### config.mk
export PLATFORM = sky130hd
export DESIGN_NAME = smhpd_front_flat
export DESIGN_NICKNAME = d
export VERILOG_FILES = /design/src/hdl/smhpd_pkg.sv /design/src/hdl/smhpd_ifs.sv /design/src/hdl/smhpd_front.sv /design/src/flat_wrapper.sv
export SDC_FILE = /design/constraint.sdc
export NUM_CORES = 1
export LEC_CHECK = 0
export BUFFER_PORTS_ARGS = -buffer_cell sky130_fd_sc_hd__buf_2
export CAP_MARGIN = 0
export CORE_ASPECT_RATIO = 1.75
export CORE_UTILIZATION = 42
export DETAILED_ROUTE_END_ITERATION = 10
export GPL_TIMING_DRIVEN = 0
export PLACE_DENSITY = 0.7
export SLEW_MARGIN = 20
export SYNTH_ARGS = -nofsm -noshare
export SYNTH_HDL_FRONTEND = slang
export SYNTH_SLANG_ARGS = --single-unit
### constraint.sdc
create_clock -name clk -period 12.05 [get_ports clk]
set_input_delay 2.41 -clock clk [delete_from_list [all_inputs] [get_ports clk]]
set_output_delay 2.41 -clock clk [all_outputs]
set_load 0.02 [all_outputs]
### src/hdl/smhpd_pkg.sv
// smhpd_pkg: types, widths and constants shared by the max-hold peak decimator
// used by the channel interfaces and every module of the block; no dependencies
`timescale 1ns / 1ps

package smhpd_pkg;

  localparam int FREQ_W = 23;
  localparam int AMP_W  = 16;
  localparam int IDX_W  = 12;
  localparam int CNT_W  = 13;
  localparam int ONB_W  = 25;
  localparam int PM_W   = 25;
  localparam int REG_W  = 3;

  localparam logic [CNT_W-1:0] MAX_POINTS  = 13'd4096;
  localparam logic [CNT_W-1:0] MIN_BUCKETS = 13'd64;
  localparam logic signed [AMP_W-1:0] HOLD_FLOOR = -16'sd15000;

  localparam logic [CNT_W-1:0] SWEEP_POINTS_RST = 13'd4096;
  localparam logic [IDX_W-1:0] WINDOW_FIRST_RST = 12'd0;
  localparam logic [IDX_W-1:0] WINDOW_LAST_RST  = 12'd4095;
  localparam logic [CNT_W-1:0] BUCKET_COUNT_RST = 13'd1024;

  localparam int Q_DEPTH = 4;
  localparam int Q_PTR_W = 2;
  localparam int Q_CNT_W = 3;

  localparam logic [1:0] SETTLE_CYCLES = 2'd2;

  typedef logic [FREQ_W-1:0]        freq_t;
  typedef logic signed [AMP_W-1:0]  amp_t;
  typedef logic [IDX_W-1:0]         idx_t;
  typedef logic [CNT_W-1:0]         cnt_t;

  typedef enum logic [REG_W-1:0] {
    REG_SWEEP_POINTS = 3'd0,
    REG_WINDOW_FIRST = 3'd1,
    REG_WINDOW_LAST  = 3'd2,
    REG_BUCKET_COUNT = 3'd3,
    REG_HOLD_ENABLE  = 3'd4
  } cfg_reg_t;

  // one classified sample on its way from the front to the back
  typedef struct packed {
    freq_t              frequency;
    amp_t               amplitude;
    idx_t               idx;
    logic               in_win;
    logic               first;
    logic               last;
    logic [ONB_W-1:0]   onb;
  } q_ent_t;

  // settled configuration seen by the back
  typedef struct packed {
    cnt_t m;
    cnt_t nb;
    logic pass;
    logic hold_en;
    logic clear;
  } cfgd_t;

endpackage

### src/hdl/smhpd_ifs.sv
// smhpd_ifs: valid/ready channel interfaces for samples, points and register writes
// depends on smhpd_pkg
`timescale 1ns / 1ps

interface smhpd_in_if import smhpd_pkg::*; ();
  logic  valid;
  logic  ready;
  freq_t frequency;
  amp_t  amplitude;

  modport source (output valid, output frequency, output amplitude, input ready);
  modport sink   (input valid, input frequency, input amplitude, output ready);
endinterface


interface smhpd_cfg_if import smhpd_pkg::*; ();
  logic             valid;
  logic             ready;
  logic [REG_W-1:0] index;
  logic [CNT_W-1:0] data;

  modport source (output valid, output index, output data, input ready);
  modport sink   (input valid, input index, input data, output ready);
endinterface

### src/hdl/smhpd_front.sv
// smhpd_front: register file, settled window/bucket setup, sample index and
// classification of each accepted sample into the queue; depends on smhpd_pkg, smhpd_ifs
`timescale 1ns / 1ps

module smhpd_front import smhpd_pkg::*; (
  input  logic        clk,
  input  logic        rst_n,
  smhpd_in_if.sink    in_ch,
  smhpd_cfg_if.sink   cfg_ch,
  input  logic        q_full,
  output logic        q_push,
  output q_ent_t      q_ent,
  output cfgd_t       cfgd
);

  cnt_t       sweep_points_r;
  idx_t       window_first_r;
  idx_t       window_last_r;
  cnt_t       bucket_count_r;
  logic       hold_enable_r;

  // settled setup, recomputed every cycle
  idx_t       nm1_r, nm1_nxt;
  idx_t       wf_r, wf_nxt;
  idx_t       wl_r, wl_nxt;
  cnt_t       m_r, m_nxt;
  cnt_t       nb_r, nb_nxt;
  logic       pass_r, pass_nxt;

  logic [1:0] settle_r, settle_nxt;
  idx_t       idx_r, idx_nxt;
  cnt_t       n_c;
  idx_t       wl_c;
  idx_t       off;
  logic       cfg_fire, in_fire, sweep_wr;

  assign cfg_ch.ready = 1'b1;
  assign cfg_fire     = cfg_ch.valid;
  assign sweep_wr     = cfg_fire && (cfg_reg_t'(cfg_ch.index) == REG_SWEEP_POINTS);
  assign in_ch.ready  = !q_full && (settle_r == '0);
  assign in_fire      = in_ch.valid && in_ch.ready;

  always_ff @(posedge clk) begin
    if (!rst_n) begin
      sweep_points_r <= SWEEP_POINTS_RST;
      window_first_r <= WINDOW_FIRST_RST;
      window_last_r  <= WINDOW_LAST_RST;
      bucket_count_r <= BUCKET_COUNT_RST;
      hold_enable_r  <= 1'b0;
    end else if (cfg_fire) begin
      case (cfg_reg_t'(cfg_ch.index))
        REG_SWEEP_POINTS: sweep_points_r <= cfg_ch.data;
        REG_WINDOW_FIRST: window_first_r <= cfg_ch.data[IDX_W-1:0];
        REG_WINDOW_LAST:  window_last_r  <= cfg_ch.data[IDX_W-1:0];
        REG_BUCKET_COUNT: bucket_count_r <= cfg_ch.data;
        REG_HOLD_ENABLE:  hold_enable_r  <= cfg_ch.data[0];
        default: ;
      endcase
    end
  end

  always_comb begin
    if (sweep_points_r == '0) begin
      n_c = 13'd1;
    end else if (sweep_points_r > MAX_POINTS) begin
      n_c = MAX_POINTS;
    end else begin
      n_c = sweep_points_r;
    end
    nm1_nxt = IDX_W'(n_c - 13'd1);
    wl_c    = (window_last_r > nm1_nxt) ? nm1_nxt : window_last_r;
    // window below its start covers the whole sweep
    if (wl_c < window_first_r) begin
      wf_nxt = '0;
      wl_nxt = nm1_nxt;
    end else begin
      wf_nxt = window_first_r;
      wl_nxt = wl_c;
    end
    m_nxt    = CNT_W'({1'b0, wl_nxt} - {1'b0, wf_nxt} + 13'd1);
    nb_nxt   = (bucket_count_r < MIN_BUCKETS) ? MIN_BUCKETS : bucket_count_r;
    pass_nxt = (m_nxt <= nb_nxt);
  end

  always_ff @(posedge clk) begin
    nm1_r  <= nm1_nxt;
    wf_r   <= wf_nxt;
    wl_r   <= wl_nxt;
    m_r    <= m_nxt;
    nb_r   <= nb_nxt;
    pass_r <= pass_nxt;
  end

  // hold off samples until the setup registers reflect the last write
  always_comb begin
    settle_nxt = settle_r;
    if (cfg_fire) begin
      settle_nxt = SETTLE_CYCLES;
    end else if (settle_r != '0) begin
      settle_nxt = 2'(settle_r - 1'b1);
    end
    idx_nxt = idx_r;
    if (sweep_wr) begin
      idx_nxt = '0;
    end else if (in_fire) begin
      idx_nxt = (idx_r == nm1_r) ? '0 : IDX_W'(idx_r + 1'b1);
    end
  end

  always_ff @(posedge clk) begin
    if (!rst_n) begin
      settle_r <= SETTLE_CYCLES;
      idx_r    <= '0;
    end else begin
      settle_r <= settle_nxt;
      idx_r    <= idx_nxt;
    end
  end

  always_comb begin
    off             = IDX_W'(idx_r - wf_r);
    q_push          = in_fire;
    q_ent.frequency = in_ch.frequency;
    q_ent.amplitude = in_ch.amplitude;
    q_ent.idx       = idx_r;
    q_ent.in_win    = (idx_r >= wf_r) && (idx_r <= wl_r);
    q_ent.first     = (idx_r == wf_r);
    q_ent.last      = (idx_r == wl_r);
    q_ent.onb       = ONB_W'(ONB_W'(off) * ONB_W'(nb_r));
  end

  assign cfgd.m       = m_r;
  assign cfgd.nb      = nb_r;
  assign cfgd.pass    = pass_r;
  assign cfgd.hold_en = hold_enable_r;
  assign cfgd.clear   = sweep_wr;

endmodule

### src/flat_wrapper.sv
// flat-port wrapper written by rule: the top's interface ports become plain ports
module smhpd_front_flat import smhpd_pkg::*;
  (clk, rst_n, q_full, q_push, q_ent, cfgd, in_ch_valid, in_ch_frequency, in_ch_amplitude, in_ch_ready, cfg_ch_valid, cfg_ch_index, cfg_ch_data, cfg_ch_ready);
  smhpd_in_if in_ch_i ();
  smhpd_cfg_if cfg_ch_i ();
  input  logic clk;
  input  logic rst_n;
  input  logic q_full;
  output logic q_push;
  output q_ent_t q_ent;
  output cfgd_t cfgd;
  input wire logic [$bits(in_ch_i.valid)-1:0] in_ch_valid;
  input wire logic [$bits(in_ch_i.frequency)-1:0] in_ch_frequency;
  input wire logic [$bits(in_ch_i.amplitude)-1:0] in_ch_amplitude;
  output wire logic [$bits(in_ch_i.ready)-1:0] in_ch_ready;
  input wire logic [$bits(cfg_ch_i.valid)-1:0] cfg_ch_valid;
  input wire logic [$bits(cfg_ch_i.index)-1:0] cfg_ch_index;
  input wire logic [$bits(cfg_ch_i.data)-1:0] cfg_ch_data;
  output wire logic [$bits(cfg_ch_i.ready)-1:0] cfg_ch_ready;
  assign in_ch_i.valid = in_ch_valid;
  assign in_ch_i.frequency = in_ch_frequency;
  assign in_ch_i.amplitude = in_ch_amplitude;
  assign in_ch_ready = in_ch_i.ready;
  assign cfg_ch_i.valid = cfg_ch_valid;
  assign cfg_ch_i.index = cfg_ch_index;
  assign cfg_ch_i.data = cfg_ch_data;
  assign cfg_ch_ready = cfg_ch_i.ready;
  smhpd_front u_core (.clk(clk), .rst_n(rst_n), .in_ch(in_ch_i), .cfg_ch(cfg_ch_i), .q_full(q_full), .q_push(q_push), .q_ent(q_ent), .cfgd(cfgd));
endmodule
==> reports/metrics.cfg <==
[cells_and_area]
diodes=0
drive_gt1_frac=0.1436
area_growth_pct=14.06
seqCellArea_mm2=0.002562
fin_nets=1944
final_core_util=0.4864
fill_cells=2867
final_cell_area_mm2=0.01424
multi_input_area_mm2=0.008633

[global_routing]
grt.total_usage=0.2249
grt_pass1_vias=10840
grt_overflow=0
grt_max_degree=17
antenna_found_initial=0
grt_pass1_wl_um=53700

[sta]
hold_viol=0
fmax_mhz=90.99
relSlewSlack=0.4605
finalCritPeriodShare=0.9121
fin_setup_tns_ns=0
fin_crit_ns=10.99
slew_violations=0
finalSetupViolCount=0
skew_ns=0.01347
hold_slack_ns=0.4584
tightest_slew_ns=0.7889
rsz0062_at_grt=false

[detailed_routing]
drtIter0Drc=433
drt-total-wl_um=33150
drcViolationCount=0
vias=10460
drtPass1Iterations=5
ant_nets=0
via_per_inst=5.183
wl_per_cell_um=16.42

[logic_synthesis]
synth_area_per_cell_um2=8.462
synth_warnings=0
ys_ff_latch=128
synth-edff-count=0
synth_flop_cell=dfxtp_1
synth.distinct_cells=64
synthCells=1476
netlist_area_mm2=0.01249
yosysSeqAreaShare=0.2052
synth_nets=1796
synthArstFlopShare=0

[floorplanning]
core-area_mm2=0.02929
die_height_um=230.1
dieWidth_um=132.4
die_area_mm2=0.03046
ios=171
rows=83
start_util=0.4265

[placement]
hpwl_um=27950
routabilityCongestion=0.9330
placed_area_mm2=0.01361
io_buffers=129

[clocking]
clk_pin_slew_ns=0.06
cts_tree=built
clk-insertion-delay-late_ns=0.43
numCtsBuffers=17
cts_sinks=128
cts-htree-levels=4
cts_buffer_depth=2
post_cts_resized=0
post-cts-setup-buffers=0
postCtsHoldBufs=0
root_buffer=clkbuf_16

[setup_path]
slowest_stage=o32ai_1
start_kind=flop
crit_required_ns=12.39
cp.arrival_ns=11.33
reg2reg_depth=43
cp_common_cell=a21oi_1
cp_max_fo=10
end_kind=flop
cpPeakStageDelay_ns=0.51
critPathKind=reg -> reg

[run]
cap_violations=0

[power_and_ir_drop]
peakVddDrop_mv=0.09571
power_density_mw_per_mm2=122.2
p_total_mw=1.741
power_leakage_nw=7.085

[run_status]
status=finished, final reports clean

[min_path]
holdPathStages=1
min_path_type=reg -> reg

-- where the power goes --
part	total, mW	switching, mW	internal (mW)
registers	0.482	0.0211	0.461
clock network	0.543	0.195	0.348
logic	0.716	0.424	0.292
-- kinds of logic (layout without fill, tap and decap cells) --
group                      Yosys count  in the layout  share of synthesized area
DFF                                128            128                     0.2052
adders and majority gates          260            260                     0.3278
AOI/OAI and AO/OA                  191            191                     0.1033
xor gates and xnor gates            63             63                    0.04418
muxes                               23             23                    0.02184
buffers and inverters              297            458                     0.1036
and+or+nand+nor                    513            513                     0.1939
other                                1              1                  0.0003003
-- cells in the final DEF (no fill, tap or decap), types with 10 or more instances in the layout --
master / Yosys / final
ha_1: 148 / 148
clkbuf_1: 54 / 54
inv_1: 196 / 196
buf_4: 43 / 43
nand2b_1: 16 / 16
and2_1: 60 / 60
nor2b_1: 20 / 20
o21ai_0: 36 / 36
nor3_1: 19 / 19
xnor2_1: 40 / 40
a21o_1: 16 / 16
xor2_1: 23 / 23
dfxtp_1: 128 / 128
buf_2: 1 / 130
fa_1: 112 / 112
nor2_1: 56 / 56
a21boi_0: 38 / 38
nand4_1: 16 / 16
nand2_1: 256 / 256
mux2i_1: 10 / 10
clkbuf_16: 0 / 17
a21oi_1: 40 / 40
nand3_1: 33 / 33
o211ai_1: 12 / 12
-- metal layers --
layer | track usage | up-vias | wire (um)
met1 | 0.2211 | 5044 | 12020
met2 | 0.4421 | 291 | 17980
met4 | 0.1412 | 0 | 2129
met3 | 0.02138 | 109 | 1015
li1 | - | 5020 | -
met5 | 0 | - | 0
-- critical path: cells and delay by family (launching register included) --
kind,cells,cell delay [ns]
muxes,1,0.31
and+or+nand+nor,11,2.22
buffers and inverters,4,0.71
AOI/OAI and AO/OA,21,5.24
adders and majority gates,6,2.05
DFF,1,0.37
-- synthesized netlist by cell type, drive strengths merged, types with 37 or more instances --
| master | n | area (um2) |
|---|---|---|
| nand2 | 256 | 960.9 |
| clkbuf | 54 | 202.7 |
| and2 | 60 | 375.4 |
| buf | 47 | 355.3 |
| o21ai | 37 | 185.2 |
| dfxtp | 128 | 2562 |
| fa | 112 | 2242 |
| a21boi | 38 | 285.3 |
| ha | 148 | 1852 |
| a21oi | 40 | 200.2 |
| xnor2 | 40 | 350.3 |
| inv | 196 | 735.7 |
| nor2 | 56 | 210.2 |
-- through the flow --
step / setup slack (ns) / instances
finish: 1.059 / 2019
floorplan: 2.664 / 1476
global placement: 1.377 / 1987
CTS: 1.023 / 2019
global route: 0.2677 / 2019
detailed placement: 1.215 / 1987
-- area by class of cell --
class | count | area share
multi-input cells | 1051 | 0.6061
flip-flops and latches | 128 | 0.1799
inverters | 196 | 0.05165
repair buffers | 129 | 0.04532
plain buffers | 101 | 0.03917
clock buffers | 21 | 0.03373
well taps | 382 | 0.03355
clock inverters | 11 | 0.01063
-- flip-flops by register name (all words and copies together) (netlist names) --
register               count
u_core.bucket_count_r     13
u_core.window_first_r     12
u_core.m_r                13
u_core.idx_r              12
u_core.sweep_points_r     13
u_core.wf_r               12
u_core.settle_r            2
u_core.pass_r              1
u_core.nm1_r              12
u_core.nb_r               13
u_core.wl_r               12
u_core.window_last_r      12
u_core.hold_enable_r       1
-- path summary, 6_finish.rpt --
kind	start	endpoint	slack (ns)
max	u_core.sweep_points_r[5]$_SDFFE_PN0P_	u_core.pass_r$_DFF_P_	1.06
min	u_core.bucket_count_r[10]$_SDFFE_PN1P_	u_core.nb_r[10]$_DFF_P_	0.46
max reg2reg	u_core.sweep_points_r[5]$_SDFFE_PN0P_	u_core.pass_r$_DFF_P_	1.06
min reg2reg	u_core.bucket_count_r[10]$_SDFFE_PN1P_	u_core.nb_r[10]$_DFF_P_	0.46
Note: power is estimated with default switching activity, not from simulation.
