--- src/hdl/smhpd_pkg.sv ---
// smhpd_pkg: types, widths and constants shared by the max-hold peak decimator
// used by the channel interfaces and every module of the block; no dependencies
`timescale 1ns / 1ps

package smhpd_pkg;

  localparam int FREQ_W = 23;
  localparam int AMP_W  = 16;
  localparam int IDX_W  = 12;
  localparam int CNT_W  = 13;
  localparam int ONB_W  = 25;
  localparam int PM_W   = 25;
  localparam int REG_W  = 3;

  localparam logic [CNT_W-1:0] MAX_POINTS  = 13'd4096;
  localparam logic [CNT_W-1:0] MIN_BUCKETS = 13'd64;
  localparam logic signed [AMP_W-1:0] HOLD_FLOOR = -16'sd15000;

  localparam logic [CNT_W-1:0] SWEEP_POINTS_RST = 13'd4096;
  localparam logic [IDX_W-1:0] WINDOW_FIRST_RST = 12'd0;
  localparam logic [IDX_W-1:0] WINDOW_LAST_RST  = 12'd4095;
  localparam logic [CNT_W-1:0] BUCKET_COUNT_RST = 13'd1024;

  localparam int Q_DEPTH = 4;
  localparam int Q_PTR_W = 2;
  localparam int Q_CNT_W = 3;

  localparam logic [1:0] SETTLE_CYCLES = 2'd2;

  typedef logic [FREQ_W-1:0]        freq_t;
  typedef logic signed [AMP_W-1:0]  amp_t;
  typedef logic [IDX_W-1:0]         idx_t;
  typedef logic [CNT_W-1:0]         cnt_t;

  typedef enum logic [REG_W-1:0] {
    REG_SWEEP_POINTS = 3'd0,
    REG_WINDOW_FIRST = 3'd1,
    REG_WINDOW_LAST  = 3'd2,
    REG_BUCKET_COUNT = 3'd3,
    REG_HOLD_ENABLE  = 3'd4
  } cfg_reg_t;

  // one classified sample on its way from the front to the back
  typedef struct packed {
    freq_t              frequency;
    amp_t               amplitude;
    idx_t               idx;
    logic               in_win;
    logic               first;
    logic               last;
    logic [ONB_W-1:0]   onb;
  } q_ent_t;

  // settled configuration seen by the back
  typedef struct packed {
    cnt_t m;
    cnt_t nb;
    logic pass;
    logic hold_en;
    logic clear;
  } cfgd_t;

endpackage

--- src/hdl/smhpd_queue.sv ---
// smhpd_queue: short fifo of classified samples between front and back
// depends on smhpd_pkg
`timescale 1ns / 1ps

module smhpd_queue import smhpd_pkg::*; (
  input  logic   clk,
  input  logic   rst_n,
  input  logic   push,
  input  q_ent_t push_ent,
  output logic   full,
  input  logic   pop,
  output logic   head_valid,
  output q_ent_t head_ent
);

  q_ent_t               ent_r [Q_DEPTH];
  logic [Q_PTR_W-1:0]   wr_ptr_r, wr_ptr_nxt;
  logic [Q_PTR_W-1:0]   rd_ptr_r, rd_ptr_nxt;
  logic [Q_CNT_W-1:0]   count_r, count_nxt;
  logic                 do_push, do_pop;

  assign full       = (count_r == Q_CNT_W'(Q_DEPTH));
  assign head_valid = (count_r != '0);
  assign head_ent   = ent_r[rd_ptr_r];
  assign do_push    = push && !full;
  assign do_pop     = pop && head_valid;

  always_comb begin
    wr_ptr_nxt = do_push ? Q_PTR_W'(wr_ptr_r + 1'b1) : wr_ptr_r;
    rd_ptr_nxt = do_pop  ? Q_PTR_W'(rd_ptr_r + 1'b1) : rd_ptr_r;
    count_nxt  = count_r;
    if (do_push && !do_pop) begin
      count_nxt = Q_CNT_W'(count_r + 1'b1);
    end else if (do_pop && !do_push) begin
      count_nxt = Q_CNT_W'(count_r - 1'b1);
    end
  end

  always_ff @(posedge clk) begin
    if (!rst_n) begin
      wr_ptr_r <= '0;
      rd_ptr_r <= '0;
      count_r  <= '0;
    end else begin
      wr_ptr_r <= wr_ptr_nxt;
      rd_ptr_r <= rd_ptr_nxt;
      count_r  <= count_nxt;
    end
  end

  always_ff @(posedge clk) begin
    if (do_push) begin
      ent_r[wr_ptr_r] <= push_ent;
    end
  end

endmodule

--- config.mk ---
export PLATFORM = sky130hd
export DESIGN_NAME = smhpd_queue
export DESIGN_NICKNAME = d
export VERILOG_FILES = /design/src/hdl/smhpd_pkg.sv /design/src/hdl/smhpd_queue.sv
export SDC_FILE = /design/constraint.sdc
export NUM_CORES = 1
export LEC_CHECK = 0
export ABC_AREA = 1
export BUFFER_PORTS_ARGS = -buffer_cell sky130_fd_sc_hd__buf_2
export CAP_MARGIN = 15
export CORE_ASPECT_RATIO = 1.1
export CORE_MARGIN = 2
export CORE_UTILIZATION = 40
export DETAILED_ROUTE_END_ITERATION = 10
export HOLD_SLACK_MARGIN = 0.06
export MAX_ROUTING_LAYER = met4
export PLACE_DENSITY = 0.65
export SLEW_MARGIN = 20
export SYNTH_ARGS = -nofsm -noshare
export SYNTH_HDL_FRONTEND = slang
export SYNTH_SLANG_ARGS = --single-unit
--- constraint.sdc ---
create_clock -name clk -period 4.9 [get_ports clk]
set_input_delay 0.98 -clock clk [delete_from_list [all_inputs] [get_ports clk]]
set_output_delay 0.98 -clock clk [all_outputs]
set_load 0.01 [all_outputs]
==> impl_metrics.env, run 1 <==
export IMPL_hp_class="reg2reg"
export IMPL_clk_latency_ns=0.50
export IMPL_syn2layout_area_growth_pct=18.36
export IMPL_wirelength_um=25750
export IMPL_syn_area_per_cell_sq_um=14.63
export IMPL_critical_path_max_stage_delay_ns=0.83
export IMPL_synth_simple_area_share_pct=5.992
export IMPL_tritoncts="yes"
export IMPL_synth_area_leaders="edfxtp_1 78%, nor2_1 5.3%, o21ai_0 4.9%, o22ai_1 4.1%, o21ai_1 1.7%"
export IMPL_setup_repair_after_global_routing_missed_its_margin="false"
export IMPL_synthXorXnorAreaFrac_pct=0.07194
export IMPL_synth_yosys_seq_area_share_pct=79.42
export IMPL_layout_cells_non_filler=1401
export IMPL_die_y_um=187.0
export IMPL_synth_compound_area_share_pct=10.72
export IMPL_area_enclosed_by_the_die_boundary_sq_um=31850
export IMPL_post_drt_via_cell_ratio=5.193
export IMPL_synth_top_family_by_area="compound AO/OA/AOI/OAI gates"
export IMPL_antenna_found_initial=5
export IMPL_fraction_of_registers_with_async_set_reset_pct=0
export IMPL_storage_element_area_sq_um=9674
export IMPL_ys_top_cells_by_count="316 x edfxtp_1, 172 x nor2_1, 118 x o21ai_0"
export IMPL_max_slew_worst_pin_slew_ns=1.034
export IMPL_crit_buf_inv=2
export IMPL_grt_first_pass_wirelength_um=39340
export IMPL_achievable_frequency_mhz=256.3
export IMPL_ctsResizeCount=0
export IMPL_clock_path_buffers=3
export IMPL_area_occupied_by_multi_input_gates_sq_um=2156
export IMPL_syn_instance_count=832
export IMPL_final_slew_violations=0
export IMPL_tritoncts_num_buffers=34
export IMPL_most_frequently_used_flop_master_after_synthesis="edfxtp_1"
export IMPL_worst_clock_skew_ns=0.02383
export IMPL_grt_start_max_net_pins=101
export IMPL_cts_root_buf="clkbuf_16"
export IMPL_grt_util_all_layers_pct=16.44
export IMPL_synth_edf_count=316
export IMPL_width_of_the_die_um=170.3
export IMPL_fin_nets=1084
export IMPL_final_period_utilization_pct=79.63
export IMPL_setup_worst_path_end_class="output port"
export IMPL_placed_cells=1338
export IMPL_setup_viol_count_final=0
export IMPL_clock_pin_slew_on_the_worst_setup_and_hold_paths_ns=0.06
export IMPL_cp_data_required_time_ns=3.92
export IMPL_ys_types=20
export IMPL_timing_reg2reg_setup_slack_ns=2.38
export IMPL_number_of_global_route_vias_before_repair=7136
export IMPL_hold_fix_buffers_at_cts=0
export IMPL_yosys_warnings=0
export IMPL_hold_slack_ns=0.5035
export IMPL_clock_sinks=325
export IMPL_synth_seq_cells=325
export IMPL_grt_overflow_total=0
export IMPL_run_status="completed"
export IMPL_critPathKind="reg2out"
export IMPL_finalCriticalPeriod_ns=3.902
export IMPL_wire_per_inst_um=18.38
export IMPL_ant_nets=0
export IMPL_floorplan_io_pins=164
export IMPL_worst_setup_path_start_kind="register"
export IMPL_num_vias=7276
export IMPL_max_cap_violations=0
export IMPL_yosys_mux_area_fraction_pct=0
export IMPL_layout_drive_gt1_share_pct=22.78
export IMPL_drt_iter0_drc=569
export IMPL_crit_family="buffers and inverters"
export IMPL_slowest_cell_on_the_critical_path="buf_4"
export IMPL_num_fill_cells=2624
export IMPL_core_region_area_sq_um=30180
export IMPL_gpl_final_weighted_congestion=0.7440
export IMPL_syn_nets=921
export IMPL_starting_density_of_the_core_pct=40.34
export IMPL_critPathMaxFanout=100
export IMPL_post_cts_repair_setup_buffers=0
export IMPL_leakagePower_nw=5.046
export IMPL_placementRows=67
export IMPL_yosysTopAreaCell="edfxtp_1"
export IMPL_synth_largest_type_area_fraction_pct=77.94
export IMPL_detail_route_drc_violations=0
export IMPL_cellPowerDensity_nw_per_um2=532.0
export IMPL_detailedPlacementHpwl_um=14230
export IMPL_cts_htree_levels=2
export IMPL_port_buffers=163
export IMPL_post_synth_fa_ha_maj_area_fraction_pct=0.6783
export IMPL_ir_drop_uv=353.4
export IMPL_finalHoldViolCount=0
export IMPL_design_power_total_mw=7.665
export IMPL_post_synth_instance_area_sq_um=12170
export IMPL_crit_chain="buf_4 > o21ai_0 > o22ai_1 > buf_2"
export IMPL_max_slew_margin_pct=31.05
export IMPL_cp_data_arrival_time_ns=2.92
export IMPL_firstDrtPassIters=5
export IMPL_synthMostInstantiatedCell="edfxtp_1"
[where the power goes]
group | total, mW | switching, mW | leakage (nW) | internal, mW
Sequential | 3.49 | 0.113 | 2.97 | 3.38
Clock | 2.48 | 0.978 | 0.529 | 1.50
Combinational | 1.69 | 1.13 | 1.55 | 0.556
[flip-flops by register name, summed over array words and instances (netlist names), named ones only]
register	count
rd_ptr_r	2
wr_ptr_r	2
ent_r	316
count_r	3
[cells by family after synthesis]
logic type / Yosys count
xor+xnor: 1
flops: 325
compound gates: 241
fa+ha+maj: 6
simple gates: 192
buf+inv: 67
[layer usage]
metal / global-route usage, % / part of all wire [%] / vias up
met5: - / 0 / -
met4: 4.339 / 2.0 / 0
met3: 3.851 / 6.7 / 38
met2: 25.88 / 47 / 193
met1: 21.60 / 44 / 3592
li1: - / - / 3453
[layout make-up]
cell class,instances,area share [%]
repair buffers,177,6.565
flip-flops and latches,325,67.14
clock buffers,38,6.157
clock inverters,17,1.285
diodes,8,0.1389
multi-input cells,440,14.96
well taps,379,3.291
inverters,17,0.4602
[layout by cell type, fill, tap and decap left out, types with 2 or more instances in the layout]
cell       instances
edfxtp_1         316
nor2_1           168
buf_2            163
o21ai_0          118
o22ai_1           79
o21ai_1           41
clkbuf_16         35
nand2_1           15
inv_1             15
buf_4             12
diode_2            8
dfxtp_1            7
clkinv_1           6
ha_1               5
clkinv_2           5
nor2_4             4
nand3_1            4
bufinv_16          4
a21oi_1            3
clkbuf_1           3
inv_6              2
buf_12             2
[final timing paths]
check                            from                     end  depth (start not counted)
max                          register            head_ent[16]                          4
min          rd_ptr_r[1]$_SDFFE_PN0P_                register                          2
max reg2reg   count_r[0]$_SDFFE_PN0P_  ent_r[2][38]$_DFFE_PP_                          5
min reg2reg  rd_ptr_r[1]$_SDFFE_PN0P_                register                          2
[stage by stage]
stage | TNS (ns) | utilization (%) | worst slack (ns) | instance area, sq um
6_report | 0 | 47.74 | 0.9979 | 14410
5_1_grt | 0 | 47.72 | 0.7639 | 14400
4_1_cts | 0 | 47.68 | 0.9766 | 14390
3_5_place_dp | 0 | 44.13 | 1.518 | 13320
3_3_place_gp | 0 | 44.13 | 1.576 | 13320
2_1_floorplan | -0.9493 | - | -0.003004 | 12170
[worst register-to-register path, stage by stage (launching register included)]
cell	delay, ns
dfxtp_1	0.41
nor2_1	0.08
nand2_1	0.14
nand2_1	0.27
nor2_4	0.77
buf_4	0.48
(Power assumes the default switching activity.)
==> run 2, diff against run 1 <==
- clock period: 4.9 -> 3.55 ns (I/O delays scaled with it)
==> impl_metrics.env, run 2 (synthesis results as in run 1) <==
export IMPL_num_vias=7250
export IMPL_largestRegisters="ent_r: 316 flops, count_r: 3 flops"
export IMPL_detailedPlacementHpwl_um=13490
export IMPL_achievable_frequency_mhz=338.9
export IMPL_post_cts_repair_setup_buffers=0
export IMPL_fin_ws_ns=0.5993
export IMPL_area_enclosed_by_the_die_boundary_sq_um=31850
export IMPL_final_period_utilization_pct=83.12
export IMPL_placementRows=67
export IMPL_tritoncts_num_buffers=35
export IMPL_number_of_global_route_vias_before_repair=7145
export IMPL_setup_total_negative_slack_ns=0
export IMPL_post_drt_via_cell_ratio=5.164
export IMPL_wirelength_um=25460
export IMPL_gr_usage_met1_pct=21.36
export IMPL_grt_first_pass_wirelength_um=38990
export IMPL_fin_nets=1081
export IMPL_cp_data_required_time_ns=2.84
export IMPL_ir_drop_uv=402.8
export IMPL_crit_buf_inv=3
export IMPL_port_buffers=163
export IMPL_final_slew_violations=0
export IMPL_preCtsSetupSlack_ns=1.041
export IMPL_setup_repair_after_global_routing_missed_its_margin="false"
export IMPL_drt_iter0_drc=647
export IMPL_gpl_final_weighted_congestion=0.7589
export IMPL_max_slew_margin_pct=54.45
export IMPL_final_design_area_no_fill_sq_um=14460
export IMPL_hold_fix_buffers_at_cts=0
export IMPL_largest_reg_by_ff_count="ent_r"
export IMPL_ctsResizeCount=0
export IMPL_floorplan_io_pins=164
export IMPL_leakagePower_nw=5.050
export IMPL_cell_depth_of_the_worst_flop_to_flop_path=9
export IMPL_path_depth=5
export IMPL_tritoncts="yes"
export IMPL_hold_slack_ns=0.4180
export IMPL_crit_family="buffers and inverters"
export IMPL_globalRouteMet3Util_pct=4.359
export IMPL_syn2layout_area_growth_pct=18.74
export IMPL_run_status="completed"
export IMPL_grt_util_met2_pct=25.47
export IMPL_cts_root_buf="clkbuf_16"
export IMPL_mostFrequentLayoutCell="edfxtp_1"
export IMPL_slowest_cell_on_the_critical_path="dfxtp_2"
export IMPL_grt_most_used_layer="met2"
export IMPL_cts_htree_levels=2
export IMPL_grt_util_all_layers_pct=16.35
export IMPL_core_region_area_sq_um=30180
export IMPL_grt_overflow_total=0
export IMPL_setup_viol_count_final=0
export IMPL_grt_start_max_net_pins=159
export IMPL_setup_worst_path_end_class="output port"
export IMPL_clock_path_buffers=3
export IMPL_finalHoldViolCount=0
export IMPL_firstDrtPassIters=5
export IMPL_largest_register_ff_count=316
export IMPL_final_cell_mix="316 x edfxtp_1, 168 x nor2_1, 163 x buf_2, 118 x o21ai_0, 79 x o22ai_1"
export IMPL_ant_nets=0
export IMPL_critPathMaxFanout=63
export IMPL_wire_per_inst_um=18.13
export IMPL_detail_route_drc_violations=0
export IMPL_hold_depth=1
export IMPL_width_of_the_die_um=170.3
export IMPL_antenna_found_initial=6
export IMPL_dpl_cell_area_sq_um=13350
export IMPL_max_slew_worst_pin_slew_ns=0.6833
export IMPL_max_cap_violations=0
export IMPL_worst_hold_startpoint="push_ent[35]"
export IMPL_cellPowerDensity_nw_per_um2=733.0
export IMPL_critPathKind="reg2out"
export IMPL_critical_path_max_stage_delay_ns=0.47
export IMPL_cp_data_arrival_time_ns=2.24
export IMPL_die_y_um=187.0
export IMPL_clock_sinks=325
export IMPL_reg2reg_to="count_r[1]$_SDFFE_PN0P_"
export IMPL_worst_setup_path_start_kind="register"
export IMPL_worst_clock_skew_ns=0.006854
export IMPL_hp_class="in2reg"
export IMPL_clock_pin_slew_on_the_worst_setup_and_hold_paths_ns=0.06
export IMPL_worstHoldEndpoint="ent_r[1][35]$_DFFE_PP_"
export IMPL_crit_reg2reg_launch="count_r[1]$_SDFFE_PN0P_"
export IMPL_clk_latency_ns=0.50
export IMPL_layout_drive_gt1_share_pct=22.52
export IMPL_starting_density_of_the_core_pct=40.34
export IMPL_crit_chain="inv_2 > buf_12 > o21ai_0 > o22ai_1 > buf_2"
export IMPL_finalCriticalPeriod_ns=2.951
export IMPL_timing_reg2reg_setup_slack_ns=1.36
run 2: power breakdown:
part           switching, mW  internal, mW  leakage [nW]  total, mW
Sequential             0.108          4.66          2.97       4.77
Combinational           1.61         0.786          1.54       2.40
Clock                   1.38          2.04         0.535       3.42
run 2: worst reg2reg max path: cells and delay by family, from the launching register on:
family	cells	cell delay [ns]
buf+inv	2	0.24
simple gates	4	0.67
flops	1	0.33
fa+ha+maj	2	0.66
compound gates	1	0.19
run 2: area by class of cell:
class / count / area, sq um
fillers: 2598 / 15720
flip-flops and latches: 325 / 9674
multi-input cells: 440 / 2156
repair buffers: 173 / 978.4
clock buffers: 44 / 952.2
well taps: 379 / 474.2
clock inverters: 18 / 133.9
inverters: 17 / 66.31
diodes: 8 / 20.02
run 2: worst max path at each step:
stage / startpoint / end / slack (ns)
2_1_floorplan: push / ent_r[0][0]$_DFFE_PP_ / -1.08
3_3_place_gp: register / head_ent[4] / 1.10
3_5_place_dp: register / head_ent[4] / 1.04
4_1_cts: register / head_ent[4] / 0.52
5_1_grt: register / head_ent[16] / 0.35
6_report: register / head_ent[4] / 0.60
run 2: per-stage QoR:
stage	cells	total power, mW	util (%)
6_report	1404	10.60	47.90
5_1_grt	1402	11.15	47.88
4_1_cts	1396	10.73	47.83
3_5_place_dp	1334	7.301	44.23
3_3_place_gp	1334	7.260	44.23
2_1_floorplan	832	6.396	-
run 2: metal layers:
| metal | vias to the layer above | share of wire (%) |
|---|---|---|
| met5 | - | 0 |
| met4 | 0 | 1.9 |
| met3 | 35 | 7.0 |
| met2 | 206 | 47 |
| met1 | 3543 | 44 |
| li1 | 3466 | - |
